### config.mk
export PLATFORM = sky130hd
export DESIGN_NAME = timestamp_text_parser_flat
export DESIGN_NICKNAME = d
export VERILOG_FILES = /design/src/tsp_pkg.sv /design/src/tsp_channels.sv /design/src/tsp_front.sv /design/src/tsp_queue.sv /design/src/tsp_back.sv /design/src/timestamp_text_parser.sv /design/src/flat_wrapper.sv
export SDC_FILE = /design/constraint.sdc
export NUM_CORES = 2
export LEC_CHECK = 0
export ABC_AREA = 1
export BUFFER_PORTS_ARGS = -buffer_cell sky130_fd_sc_hd__buf_2
export CORE_ASPECT_RATIO = 0.8
export CORE_UTILIZATION = 59
export CTS_CLUSTER_SIZE = 28
export DETAILED_ROUTE_END_ITERATION = 7
export PLACE_DENSITY = 0.82
export RECOVER_POWER = 25
export SETUP_SLACK_MARGIN = 0.1
export SYNTH_ARGS = -nofsm -noshare
export SYNTH_HDL_FRONTEND = slang
export SYNTH_SLANG_ARGS = --single-unit
### constraint.sdc
create_clock -name clk -period 7.8 [get_ports clk]
set_input_delay 0.39 -clock clk [delete_from_list [all_inputs] [get_ports clk]]
set_output_delay 0.39 -clock clk [all_outputs]
set_load 0.05 [all_outputs]
### src/tsp_pkg.sv
// shared types and constants of the timestamp text parser
package tsp_pkg;

  localparam int EPOCH_W     = 49;
  localparam int QUEUE_DEPTH = 2;

  typedef struct packed {
    logic [6:0] year_hi;
    logic [6:0] year_lo;
    logic [6:0] month;
    logic [6:0] day;
    logic [6:0] hour;
    logic [6:0] minute;
    logic [6:0] second;
    logic [9:0] millis;
    logic       neg;
    logic [6:0] off_hour;
    logic [6:0] off_min;
  } tsp_fields_t;

  typedef struct packed {
    logic        ok;
    tsp_fields_t f;
  } tsp_rec_t;

  typedef struct packed {
    logic     push;
    tsp_rec_t rec;
  } tsp_push_t;

  typedef struct packed {
    logic     valid;
    tsp_rec_t rec;
  } tsp_head_t;

endpackage

### src/tsp_channels.sv
// channel interfaces of the timestamp text parser
interface tsp_char_if;
  logic       valid;
  logic       ready;
  logic [7:0] char_code;
  logic       last_char;

  modport source (output valid, output char_code, output last_char, input ready);
  modport sink (input valid, input char_code, input last_char, output ready);
endinterface

interface tsp_res_if;
  logic                              valid;
  logic                              ready;
  logic                              valid_res;
  logic signed [tsp_pkg::EPOCH_W-1:0] epoch_ms;

  modport source (output valid, output valid_res, output epoch_ms, input ready);
  modport sink (input valid, input valid_res, input epoch_ms, output ready);
endinterface

### src/tsp_front.sv
// character front end: syntax check and field capture, one character per cycle while the queue is not full
module tsp_front (
  input  logic               clk,
  input  logic               rst,
  tsp_char_if.sink           chars,
  input  logic               full,
  output tsp_pkg::tsp_push_t push
);
  import tsp_pkg::*;

  typedef enum logic [2:0] {
    PH_FIXED, PH_AFTER, PH_FRAC1, PH_FRACN, PH_OFFS, PH_END
  } phase_t;

  localparam logic [4:0] FIXED_LEN = 5'd19;
  localparam logic [4:0] OFFS_LEN  = 5'd5;
  localparam logic [7:0] CH_DASH   = 8'h2D;
  localparam logic [7:0] CH_COLON  = 8'h3A;
  localparam logic [7:0] CH_DOT    = 8'h2E;
  localparam logic [7:0] CH_PLUS   = 8'h2B;
  localparam logic [7:0] CH_T_UP   = 8'h54;
  localparam logic [7:0] CH_T_LO   = 8'h74;
  localparam logic [7:0] CH_Z_UP   = 8'h5A;
  localparam logic [7:0] CH_Z_LO   = 8'h7A;
  localparam logic [7:0] CH_ZERO   = 8'h30;
  localparam logic [7:0] CH_NINE   = 8'h39;

  phase_t      phase, phase_next;
  logic [4:0]  pos, pos_next;
  logic        err, err_next;
  logic [1:0]  fdig, fdig_next;
  tsp_fields_t fld, fld_next;

  logic [7:0] c;
  logic [3:0] dv;
  logic       dig, is_z, is_sign, fire;

  function automatic logic [6:0] acc10(logic [6:0] x, logic [3:0] d);
    return 7'(x * 7'd10) + 7'(d);
  endfunction

  assign c       = chars.char_code;
  assign dv      = c[3:0];
  assign dig     = (c >= CH_ZERO) && (c <= CH_NINE);
  assign is_z    = (c == CH_Z_UP) || (c == CH_Z_LO);
  assign is_sign = (c == CH_PLUS) || (c == CH_DASH);
  assign fire    = chars.valid && chars.ready;

  assign chars.ready = !full;

  always_comb begin
    phase_next = phase;
    pos_next   = pos;
    err_next   = err;
    fdig_next  = fdig;
    fld_next   = fld;
    if (!err) begin
      case (phase)
        PH_FIXED: begin
          if (pos == 5'd4 || pos == 5'd7) begin
            if (c != CH_DASH) err_next = 1'b1;
          end else if (pos == 5'd13 || pos == 5'd16) begin
            if (c != CH_COLON) err_next = 1'b1;
          end else if (pos == 5'd10) begin
            if (c != CH_T_UP && c != CH_T_LO) err_next = 1'b1;
          end else if (!dig) begin
            err_next = 1'b1;
          end else if (pos < 5'd2) begin
            fld_next.year_hi = acc10(fld.year_hi, dv);
          end else if (pos < 5'd4) begin
            fld_next.year_lo = acc10(fld.year_lo, dv);
          end else if (pos < 5'd7) begin
            fld_next.month = acc10(fld.month, dv);
          end else if (pos < 5'd10) begin
            fld_next.day = acc10(fld.day, dv);
          end else if (pos < 5'd13) begin
            fld_next.hour = acc10(fld.hour, dv);
          end else if (pos < 5'd16) begin
            fld_next.minute = acc10(fld.minute, dv);
          end else begin
            fld_next.second = acc10(fld.second, dv);
          end
          pos_next = pos + 5'd1;
          if (pos_next == FIXED_LEN) begin
            phase_next = PH_AFTER;
            pos_next   = '0;
          end
        end
        PH_FRAC1, PH_FRACN: begin
          if (dig) begin
            case (fdig)
              2'd0: fld_next.millis = fld.millis + 10'(dv) * 10'd100;
              2'd1: fld_next.millis = fld.millis + 10'(dv) * 10'd10;
              2'd2: fld_next.millis = fld.millis + 10'(dv);
              default: fld_next.millis = fld.millis;
            endcase
            if (fdig != 2'd3) fdig_next = fdig + 2'd1;
            phase_next = PH_FRACN;
          end else if (phase == PH_FRAC1) begin
            err_next = 1'b1;
          end else if (is_z) begin
            phase_next = PH_END;
          end else if (is_sign) begin
            fld_next.neg = (c == CH_DASH);
            phase_next   = PH_OFFS;
            pos_next     = '0;
          end else begin
            err_next = 1'b1;
          end
        end
        PH_AFTER: begin
          if (c == CH_DOT) begin
            phase_next = PH_FRAC1;
          end else if (is_z) begin
            phase_next = PH_END;
          end else if (is_sign) begin
            fld_next.neg = (c == CH_DASH);
            phase_next   = PH_OFFS;
            pos_next     = '0;
          end else begin
            err_next = 1'b1;
          end
        end
        PH_OFFS: begin
          if (pos == 5'd2) begin
            if (c != CH_COLON) err_next = 1'b1;
          end else if (!dig) begin
            err_next = 1'b1;
          end else if (pos < 5'd2) begin
            fld_next.off_hour = acc10(fld.off_hour, dv);
          end else begin
            fld_next.off_min = acc10(fld.off_min, dv);
          end
          pos_next = pos + 5'd1;
          if (pos_next == OFFS_LEN) begin
            phase_next = PH_END;
            pos_next   = '0;
          end
        end
        default: err_next = 1'b1;
      endcase
    end
  end

  assign push.push   = fire && chars.last_char;
  assign push.rec.ok = !err_next && (phase_next == PH_END);
  assign push.rec.f  = fld_next;

  always_ff @(posedge clk) begin
    if (rst || (fire && chars.last_char)) begin
      phase <= PH_FIXED;
      pos   <= '0;
      err   <= 1'b0;
      fdig  <= '0;
      fld   <= '0;
    end else if (fire) begin
      phase <= phase_next;
      pos   <= pos_next;
      err   <= err_next;
      fdig  <= fdig_next;
      fld   <= fld_next;
    end
  end

`ifndef SYNTH
  a_pos_only_counting: assert property (@(posedge clk) disable iff (rst)
    (phase != PH_FIXED && phase != PH_OFFS) |-> pos == '0)
    else $error("position counter set outside a counted phase");
  a_restart_after_last: assert property (@(posedge clk) disable iff (rst)
    (fire && chars.last_char) |=> (phase == PH_FIXED && !err && pos == '0))
    else $error("parser did not restart after the last character");
  a_pos_bound: assert property (@(posedge clk) disable iff (rst)
    pos < FIXED_LEN)
    else $error("position counter out of range");
`endif

endmodule

### src/tsp_queue.sv
// short queue of parsed records between front and back
module tsp_queue (
  input  logic               clk,
  input  logic               rst,
  input  tsp_pkg::tsp_push_t push,
  output logic               full,
  output tsp_pkg::tsp_head_t head,
  input  logic               pop
);
  import tsp_pkg::*;

  localparam int PTR_W = (QUEUE_DEPTH > 1) ? $clog2(QUEUE_DEPTH) : 1;
  localparam int CNT_W = $clog2(QUEUE_DEPTH + 1);
  localparam logic [PTR_W-1:0] LAST_PTR = PTR_W'(QUEUE_DEPTH - 1);
  localparam logic [CNT_W-1:0] DEPTH_C  = CNT_W'(QUEUE_DEPTH);

  tsp_rec_t         mem [QUEUE_DEPTH];
  logic [PTR_W-1:0] wr_ptr, rd_ptr;
  logic [CNT_W-1:0] count;

  assign full       = (count == DEPTH_C);
  assign head.valid = (count != '0);
  assign head.rec   = mem[rd_ptr];

  always_ff @(posedge clk) begin
    if (push.push) mem[wr_ptr] <= push.rec;
  end

  always_ff @(posedge clk) begin
    if (rst) begin
      wr_ptr <= '0;
      rd_ptr <= '0;
      count  <= '0;
    end else begin
      if (push.push) wr_ptr <= (wr_ptr == LAST_PTR) ? '0 : wr_ptr + PTR_W'(1);
      if (pop) rd_ptr <= (rd_ptr == LAST_PTR) ? '0 : rd_ptr + PTR_W'(1);
      if (push.push && !pop) count <= count + CNT_W'(1);
      else if (pop && !push.push) count <= count - CNT_W'(1);
    end
  end

`ifndef SYNTH
  a_count_bound: assert property (@(posedge clk) disable iff (rst)
    count <= DEPTH_C)
    else $error("queue count above depth");
  a_no_overflow: assert property (@(posedge clk) disable iff (rst)
    push.push |-> !full)
    else $error("request pushed into a full queue");
  a_pop_count: assert property (@(posedge clk) disable iff (rst)
    (pop && !push.push) |=> count == $past(count) - CNT_W'(1))
    else $error("queue count wrong after pop");
`endif

endmodule

### src/tsp_back.sv
// back end: range checks and conversion to utc epoch milliseconds
module tsp_back (
  input  logic               clk,
  input  logic               rst,
  input  tsp_pkg::tsp_head_t head,
  output logic               pop,
  tsp_res_if.source          results
);
  import tsp_pkg::*;

  typedef enum logic [1:0] {B_IDLE, B_MUL, B_SUM} bstate_t;

  localparam logic [23:0] DAY_BIAS = 24'd865566;

  bstate_t state;

  logic               ok1;
  logic signed [23:0] days1;
  logic signed [12:0] mins1;
  logic [5:0]         sec1;
  logic [9:0]         ms1;

  logic               ok2;
  logic signed [48:0] prod2;
  logic signed [29:0] rest2;

  tsp_fields_t        f;
  logic               leap, adj, ok_c;
  logic [6:0]         hh, ll;
  logic [23:0]        pos_sum;
  logic [12:0]        base_m, offs_m;
  logic signed [12:0] mins_c;
  logic [5:0]         sec_c;
  logic signed [48:0] prod_c;
  logic signed [29:0] rest_c;
  logic signed [48:0] sum_c;
  logic               out_load;

  function automatic logic [4:0] month_days(logic [6:0] m, logic lp);
    case (m)
      7'd1, 7'd3, 7'd5, 7'd7, 7'd8, 7'd10, 7'd12: return 5'd31;
      7'd4, 7'd6, 7'd9, 7'd11:                    return 5'd30;
      7'd2:                                       return lp ? 5'd29 : 5'd28;
      default:                                    return 5'd0;
    endcase
  endfunction

  // day of year counted from march
  function automatic logic [8:0] march_doy(logic [6:0] m);
    case (m)
      7'd3:    return 9'd0;
      7'd4:    return 9'd31;
      7'd5:    return 9'd61;
      7'd6:    return 9'd92;
      7'd7:    return 9'd122;
      7'd8:    return 9'd153;
      7'd9:    return 9'd184;
      7'd10:   return 9'd214;
      7'd11:   return 9'd245;
      7'd12:   return 9'd275;
      7'd1:    return 9'd306;
      7'd2:    return 9'd337;
      default: return 9'd0;
    endcase
  endfunction

  assign f   = head.rec.f;
  assign pop = (state == B_IDLE) && head.valid;

  always_comb begin
    leap = (f.year_lo[1:0] == 2'd0) && ((f.year_lo != '0) || (f.year_hi[1:0] == 2'd0));
    ok_c = head.rec.ok && (f.month >= 7'd1) && (f.month <= 7'd12) &&
           (f.day >= 7'd1) && (f.day <= 7'(month_days(f.month, leap))) &&
           (f.hour <= 7'd23) && (f.minute <= 7'd59) && (f.second <= 7'd60) &&
           (f.off_hour <= 7'd23) && (f.off_min <= 7'd59);
    adj = (f.month <= 7'd2);
    if (adj && f.year_lo == '0) begin
      hh = f.year_hi + 7'd3;
      ll = 7'd99;
    end else begin
      hh = f.year_hi + 7'd4;
      ll = f.year_lo - 7'(adj);
    end
    pos_sum = 24'(hh) * 24'd36524 + 24'(hh[6:2]) + 24'(ll) * 24'd365 + 24'(ll[6:2]) +
              24'(march_doy(f.month)) + 24'(f.day);
    base_m  = 13'(f.hour) * 13'd60 + 13'(f.minute);
    offs_m  = 13'(f.off_hour) * 13'd60 + 13'(f.off_min);
    mins_c  = f.neg ? $signed(base_m + offs_m) : $signed(base_m - offs_m);
    sec_c   = (f.second == 7'd60) ? 6'd59 : f.second[5:0];
  end

  assign prod_c = days1 * $signed(28'd86400000);
  assign rest_c = mins1 * 30'sd60000 + $signed(30'(16'(sec1) * 16'd1000)) +
                  $signed(30'(ms1));
  assign sum_c  = prod2 + 49'(rest2);

  assign out_load = (state == B_SUM) && (!results.valid || results.ready);

  always_ff @(posedge clk) begin
    if (rst) begin
      state         <= B_IDLE;
      results.valid <= 1'b0;
    end else begin
      if (out_load) results.valid <= 1'b1;
      else if (results.valid && results.ready) results.valid <= 1'b0;
      case (state)
        B_IDLE: begin
          if (head.valid) begin
            ok1   <= ok_c;
            days1 <= $signed(pos_sum - DAY_BIAS);
            mins1 <= mins_c;
            sec1  <= sec_c;
            ms1   <= f.millis;
            state <= B_MUL;
          end
        end
        B_MUL: begin
          ok2   <= ok1;
          prod2 <= prod_c;
          rest2 <= rest_c;
          state <= B_SUM;
        end
        B_SUM: begin
          if (out_load) begin
            results.valid_res <= ok2;
            results.epoch_ms  <= ok2 ? sum_c : '0;
            state             <= B_IDLE;
          end
        end
        default: state <= B_IDLE;
      endcase
    end
  end

`ifndef SYNTH
  a_invalid_zero: assert property (@(posedge clk) disable iff (rst)
    (results.valid && !results.valid_res) |-> results.epoch_ms == '0)
    else $error("invalid result with nonzero epoch");
  a_sum_waits: assert property (@(posedge clk) disable iff (rst)
    (state == B_SUM && results.valid && !results.ready) |=> state == B_SUM)
    else $error("result overwritten while stalled");
  a_pop_starts: assert property (@(posedge clk) disable iff (rst)
    pop |=> state == B_MUL)
    else $error("popped request did not start conversion");
`endif

endmodule

### src/timestamp_text_parser.sv
// top level of the timestamp text parser
//
//   channel   dir   payload                     handshake
//   chars     in    char_code[7:0], last_char   valid/ready
//   results   out   valid_res, epoch_ms[48:0]   valid/ready
//
// one character is taken per cycle in the front end, limited only by the
// two-entry record queue, which holds chars.ready low while it is full.
// the back end converts one string in the steps check, multiply and sum, pops
// the next record only after that, and holds each result in the output register until taken.
// synchronous active-high reset clears the parser, queue and back end.
// a stalled result output backs up the queue, then chars.ready drops.
module timestamp_text_parser (
  input  logic      clk,
  input  logic      rst,
  tsp_char_if.sink  chars,
  tsp_res_if.source results
);
  import tsp_pkg::*;

  tsp_push_t push;
  tsp_head_t head;
  logic      full;
  logic      pop;

  tsp_front u_front (
    .clk   (clk),
    .rst   (rst),
    .chars (chars),
    .full  (full),
    .push  (push)
  );

  tsp_queue u_queue (
    .clk  (clk),
    .rst  (rst),
    .push (push),
    .full (full),
    .head (head),
    .pop  (pop)
  );

  tsp_back u_back (
    .clk     (clk),
    .rst     (rst),
    .head    (head),
    .pop     (pop),
    .results (results)
  );

endmodule
### src/flat_wrapper.sv
// flat-port wrapper written by rule: the top's interface ports become plain ports
module timestamp_text_parser_flat import tsp_pkg::*;
  (clk, rst, chars_valid, chars_char_code, chars_last_char, chars_ready, results_valid, results_valid_res, results_epoch_ms, results_ready);
  tsp_char_if chars_i ();
  tsp_res_if results_i ();
  input  logic clk;
  input  logic rst;
  input wire logic [$bits(chars_i.valid)-1:0] chars_valid;
  input wire logic [$bits(chars_i.char_code)-1:0] chars_char_code;
  input wire logic [$bits(chars_i.last_char)-1:0] chars_last_char;
  output wire logic [$bits(chars_i.ready)-1:0] chars_ready;
  output wire logic [$bits(results_i.valid)-1:0] results_valid;
  output wire logic [$bits(results_i.valid_res)-1:0] results_valid_res;
  output wire logic [$bits(results_i.epoch_ms)-1:0] results_epoch_ms;
  input wire logic [$bits(results_i.ready)-1:0] results_ready;
  assign chars_i.valid = chars_valid;
  assign chars_i.char_code = chars_char_code;
  assign chars_i.last_char = chars_last_char;
  assign chars_ready = chars_i.ready;
  assign results_valid = results_i.valid;
  assign results_valid_res = results_i.valid_res;
  assign results_epoch_ms = results_i.epoch_ms;
  assign results_i.ready = results_ready;
  timestamp_text_parser u_core (.clk(clk), .rst(rst), .chars(chars_i), .results(results_i));
endmodule
# Word level (Yosys, flattened, before mapping)
# Memory sizes are Yosys's and may differ from the RTL's. A register that Yosys moved wholly into a read port is not among the register bits.
# Cells that the tools add are included.
# totals
ff_bits,266
ram_bits,150
rom_bits,144
in_bits,13
out_inout_bits,52
word_cells,287
mem_count,2
# mem_list
name,words,word_bits,rd,rd_clocked_by_memory_dff,wr,line,source
u_core.u_queue.mem,2,75,1,1,1,tsp_queue.sv:17,tsp_rec_t mem [QUEUE_DEPTH];
(name not given),16,9,1,0,0,tsp_back.sv:50,case (m)
# op_classes
addsub,34
multipliers,18
n_lt_le_gt_ge,18
n_eq_ne,46
n_mux,83
bitwise_logic,2
reduce_logical,54
# ops
operator,n
$mux W49,5
$mux W7,11
$mux W74,1
$add A7 B4 Y7,9
$mul A7 B3 Y6 const B,9
$mux W14,4
$add A49 B30 Y49,1
$mux W42,1
$mul A24 B18 Y39 const B,1
$eq A7 B4 Y1 const B,5
$mux W35,1
$mux W5,7
$add A30 B11 Y30,1
$add A30 B17 Y30,1
$pmux W10 S3,1
$eq A7 B3 Y1 const B,4
$mux W1,28
$mux W28,1
$add A13 B7 Y13,2
$mul A13 B12 Y25 const B,1
$add A23 B5 Y24,1
$add A24 B16 Y24,1
$add A24 B5 Y24,1
$add A24 B7 Y24,1
other kinds (78),157

# Longest topological paths before layout
# depth
ltp_word,14
ltp_mapped,45
ltp_nobuf,44

# Hierarchy
# Synthesis repeated with hierarchy kept, for this count alone.
# unflattened
hier_cells,4940
area_unflattened_um2,44241.2
# by_module_without_submodules
module,n_inst,cells_each,area_each_um2,seq_area_each_um2
tsp_back,1,3376,29647.2,5285.1
tsp_front,1,1298,8753.4,1701.6
tsp_queue,1,266,5840.6,4604.4

# Worst setup path before layout
# OpenSTA, ideal clock, no wires.
# synth_timing
kind,register -> register
startpoint,register (tool-made name)
endpoint,register u_core.u_back.days1[19] (data pin)
setup_ns,0.258
arrival_ns,8.217
t_required_ns,7.542
slack_ns,-0.675
path_stages_with_launch,41
n_path_buf,2
period_less_slack_ns,8.475
path_cell_list,dfxtp_1 > buf_4 > or2_1 > o21ai_1 > nand2_1 > nor2_2 > nand2_2 > nor2_4 > nand2_4 > buf_6 > o21ai_2 > xnor2_1 > ha_1 > ha_1 > inv_1 > fa_1 > fa_1 > inv_1 > [... 5 more ...] > fa_1 > inv_1 > fa_1 > fa_1 > inv_1 > fa_1 > inv_1 > fa_1 > inv_1 > ha_1 > nand2_1 > nor2_1 > inv_1 > o21bai_1 > a21oi_1 > o21ai_0 > a31oi_1 > xnor2_1
# synth_lines
item,line,source
end signal: assignment,tsp_back.sv:110,days1 <= $signed(pos_sum - DAY_BIAS);
end: declaration,tsp_back.sv:18,logic signed [23:0] days1;

==> results.txt <==
Port bufs = 64
CTS tree = done
Worst Clk Skew = 0.0567 ns
N_diodes = 0
Top cell type's share of synthesized area = 22.4%
Io pins = 65
Dpl hpwl = 77.3 mm
Finished Layout Cells = 6128
Synth-to-Final Area Change = 9.55%
Hold Crit Start = rst
Drt pass-1 iters = 6
Layout fillers = 5650
Fraction of registers with async set/reset = 0%
Initial DRC count = 2822
Cell with the most instances on the worst path = fa_1
Maximum clock insertion buffer count = 3
CP max-delay cell = fa_1
Reg2reg setup slack = -0.21 ns
DR vias = 33304
DIE WIDTH = 305 um
Hold Path Cell Cnt = 2
DIE HEIGHT = 245 um
Top post-synthesis cells by count = inv_1 (1065), nand2_1 (740), ha_1 (646)
Yosys warning total = 0
Clk Tree Root Cell = clkbuf_16
FP Rows = 88
Seq/Total Area, Yosys = 26.7%
Hold-fix buffers, CTS = 0
Drt drc = 0
Number of routed nets with antenna violations = 0
Pre-CTS WS = -0.438 ns
Startpoint types = flop
R2R cell count = 39
Initial Utilization = 59.9%
Vias per inst = 5.43
Hold WC Path Type = in2reg
CP max FO = 17
Area leader, netlist = edfxtp_1
Largest net degree at the start of global routing = 76
Max incr delay on CP = 0.53 ns
Post-Syn Area = 0.0434 mm^2
Worst R2R End = u_core.u_back.days1[15]
Grt total ovfl = 0
CTS HTree Levels = 2
Worst-path clk slew = 0.06 ns
Placed Instances = 6023
Post-layout net count = 6149
Clk sink count = 417
Main flop type after synthesis = edfxtp_1
Drt total wl = 98.1 mm
Total CTS buffers = 46
Synthesized net count = 5979
Fin crit share = 103%
Wirelength per Cell = 16.0 um
Fin. max-slew vios = 46
Distinct cells, synth = 63
Final GP Congestion = 0.937
Critical Path Sink Type = flop
# Max-Cap Violations = 1
Arrival time of the worst setup path = 8.34 ns
Core Region = 0.0724 mm^2
FMAX = 0.125 GHz
Tmin final = 8.01 ns
Ranking of synthesized cells by area = edfxtp_1 (22%), ha_1 (19%), fa_1 (16%)
Post-synthesis instance total = 4975
Initial antenna violation count = 5
Final worst slack = -0.211 ns
Layout cells sized above 1 = 7.83%
Count leader, synth = inv_1
Status = complete, but fails checks
EDFF count, synth = 324
Slew of the pin with the lowest slew margin = 2.04 ns
Final setup vio count = 11
Worst hold path endpoint = u_core.u_back.state[0]
Synth Area per Inst = 8.72 um^2
RSZ-0062 raised after global routing = true
Critical path type = reg2reg
Failing checks = capacitance limit, slew limit, setup timing
Vias in the first global route = 33026
GRT Overall Usage = 26.3%
Synth Register Bits = 417
Worst-Skew Late Latency = 0.63 ns
Final hold vios = 0
WP data required = 8.13 ns
Die area = 0.0747 mm^2
First-pass GRT wire length = 161 mm
Post-layout util = 65.6%
Max-Slew Margin vs Limit = -36.3%
## cell usage in the layout, fill, tap and decap left out, types with 8 or more instances in the layout
| master | count |
|---|---|
| fa_1 | 345 |
| o21ai_2 | 11 |
| mux2i_1 | 11 |
| a211oi_1 | 10 |
| or2_2 | 49 |
| xor2_1 | 147 |
| edfxtp_1 | 324 |
| a21oi_1 | 319 |
| a21o_1 | 13 |
| o21ai_1 | 12 |
| clkinv_1 | 10 |
| o21ai_0 | 307 |
| o211ai_1 | 11 |
| o21bai_1 | 8 |
| nand3_1 | 153 |
| nor2_4 | 9 |
| o21a_1 | 15 |
| nand2_1 | 731 |
| dfxtp_1 | 92 |
| inv_2 | 9 |
| a31oi_1 | 35 |
| ha_1 | 639 |
| buf_2 | 64 |
| clkbuf_16 | 46 |
| inv_1 | 1059 |
| a21boi_0 | 16 |
| nor2_1 | 291 |
| nand2_2 | 14 |
| buf_4 | 111 |
| xnor2_1 | 93 |
| nor3_1 | 36 |
| nand4_1 | 32 |
## worst max-delay path, delay by kind of cell (launching register included)
family,cells,cell delay (ns)
xor+xnor,3,0.42
compound gates,5,0.63
simple gates,8,0.96
fa+ha+maj,11,4.46
flops,1,0.42
buf+inv,12,0.81
## cells by family after synthesis
| group | share of synthesized area (%) |
|---|---|
| buf+inv | 9.92 |
| mux | 0.280 |
| flops | 26.7 |
| compound gates | 10.2 |
| simple gates | 13.4 |
| fa+ha+maj | 34.5 |
| xor+xnor | 4.98 |
## layer usage
metal / wire (um) / track usage (%) / vias to the layer above
met2: 45000 / 43.7 / 994
met4: 1900 / 6.22 / 6
met3: 6550 / 4.24 / 157
li1: - / - / 16440
met1: 44600 / 36.1 / 15707
met5: 46 / 0 / -
## state kept, by name, indices dropped and copies added, names as in the netlist, 2 cells and up, named ones only
signal	flops
u_core.u_back.sec1	6
u_core.u_back.state	2
u_core.u_back.mins1	13
u_core.u_back.results.epoch_ms	49
u_core.u_front.phase	3
u_core.u_back.rest2	30
u_core.u_queue.mem	150
u_core.u_front.fld	74
u_core.u_front.fdig	2
u_core.u_queue.count	2
u_core.u_back.prod2	39
u_core.u_back.days1	24
u_core.u_back.ms1	10
u_core.u_front.pos	5
## what timing repair did
item	in CTS	in global routing
endpoints found under the setup margin	15	17
pin swaps	43	13
buffers inserted	19	1
gates resized for setup	40	17
## layout make-up
type                    instances  area [um^2]  share of cell area, %
clock buffers                  53         1190                   2.50
clock inverters                33          442                  0.929
inverters                    1073         4040                   8.50
multi-input cells            3426        27900                   58.7
flip-flops and latches        417        11600                   24.4
well taps                     945         1180                   2.49
repair buffers                181         1210                   2.55
## worst max path at each step
| stage | endpoint | startpoint | cells after the start |
|---|---|---|---|
| floorplan | u_core.u_back.days1[19] | flop | 41 |
| detailed placement | u_core.u_back.days1[23] | flop | 38 |
| CTS | u_core.u_back.days1[22] | flop | 40 |
| global route | u_core.u_back.days1[22] | flop | 41 |
| global placement | u_core.u_back.days1[23] | flop | 38 |
| finish | u_core.u_back.days1[15] | flop | 39 |
## per-stage QoR
stage          TNS [ns]  instance area (um^2)  hold WS [ns]
2_1_floorplan    -0.410                 43500         0.400
3_3_place_gp      -1.98                 45500         0.401
3_5_place_dp      -3.93                 45500         0.406
4_1_cts           -1.38                 47500        0.0839
5_1_grt           -6.86                 47500        0.0958
6_report          -1.73                 47500         0.113
Power is left out: the tool's default activity adds up to more than one toggle a clock period on the data nets, which glitch-free logic cannot reach.
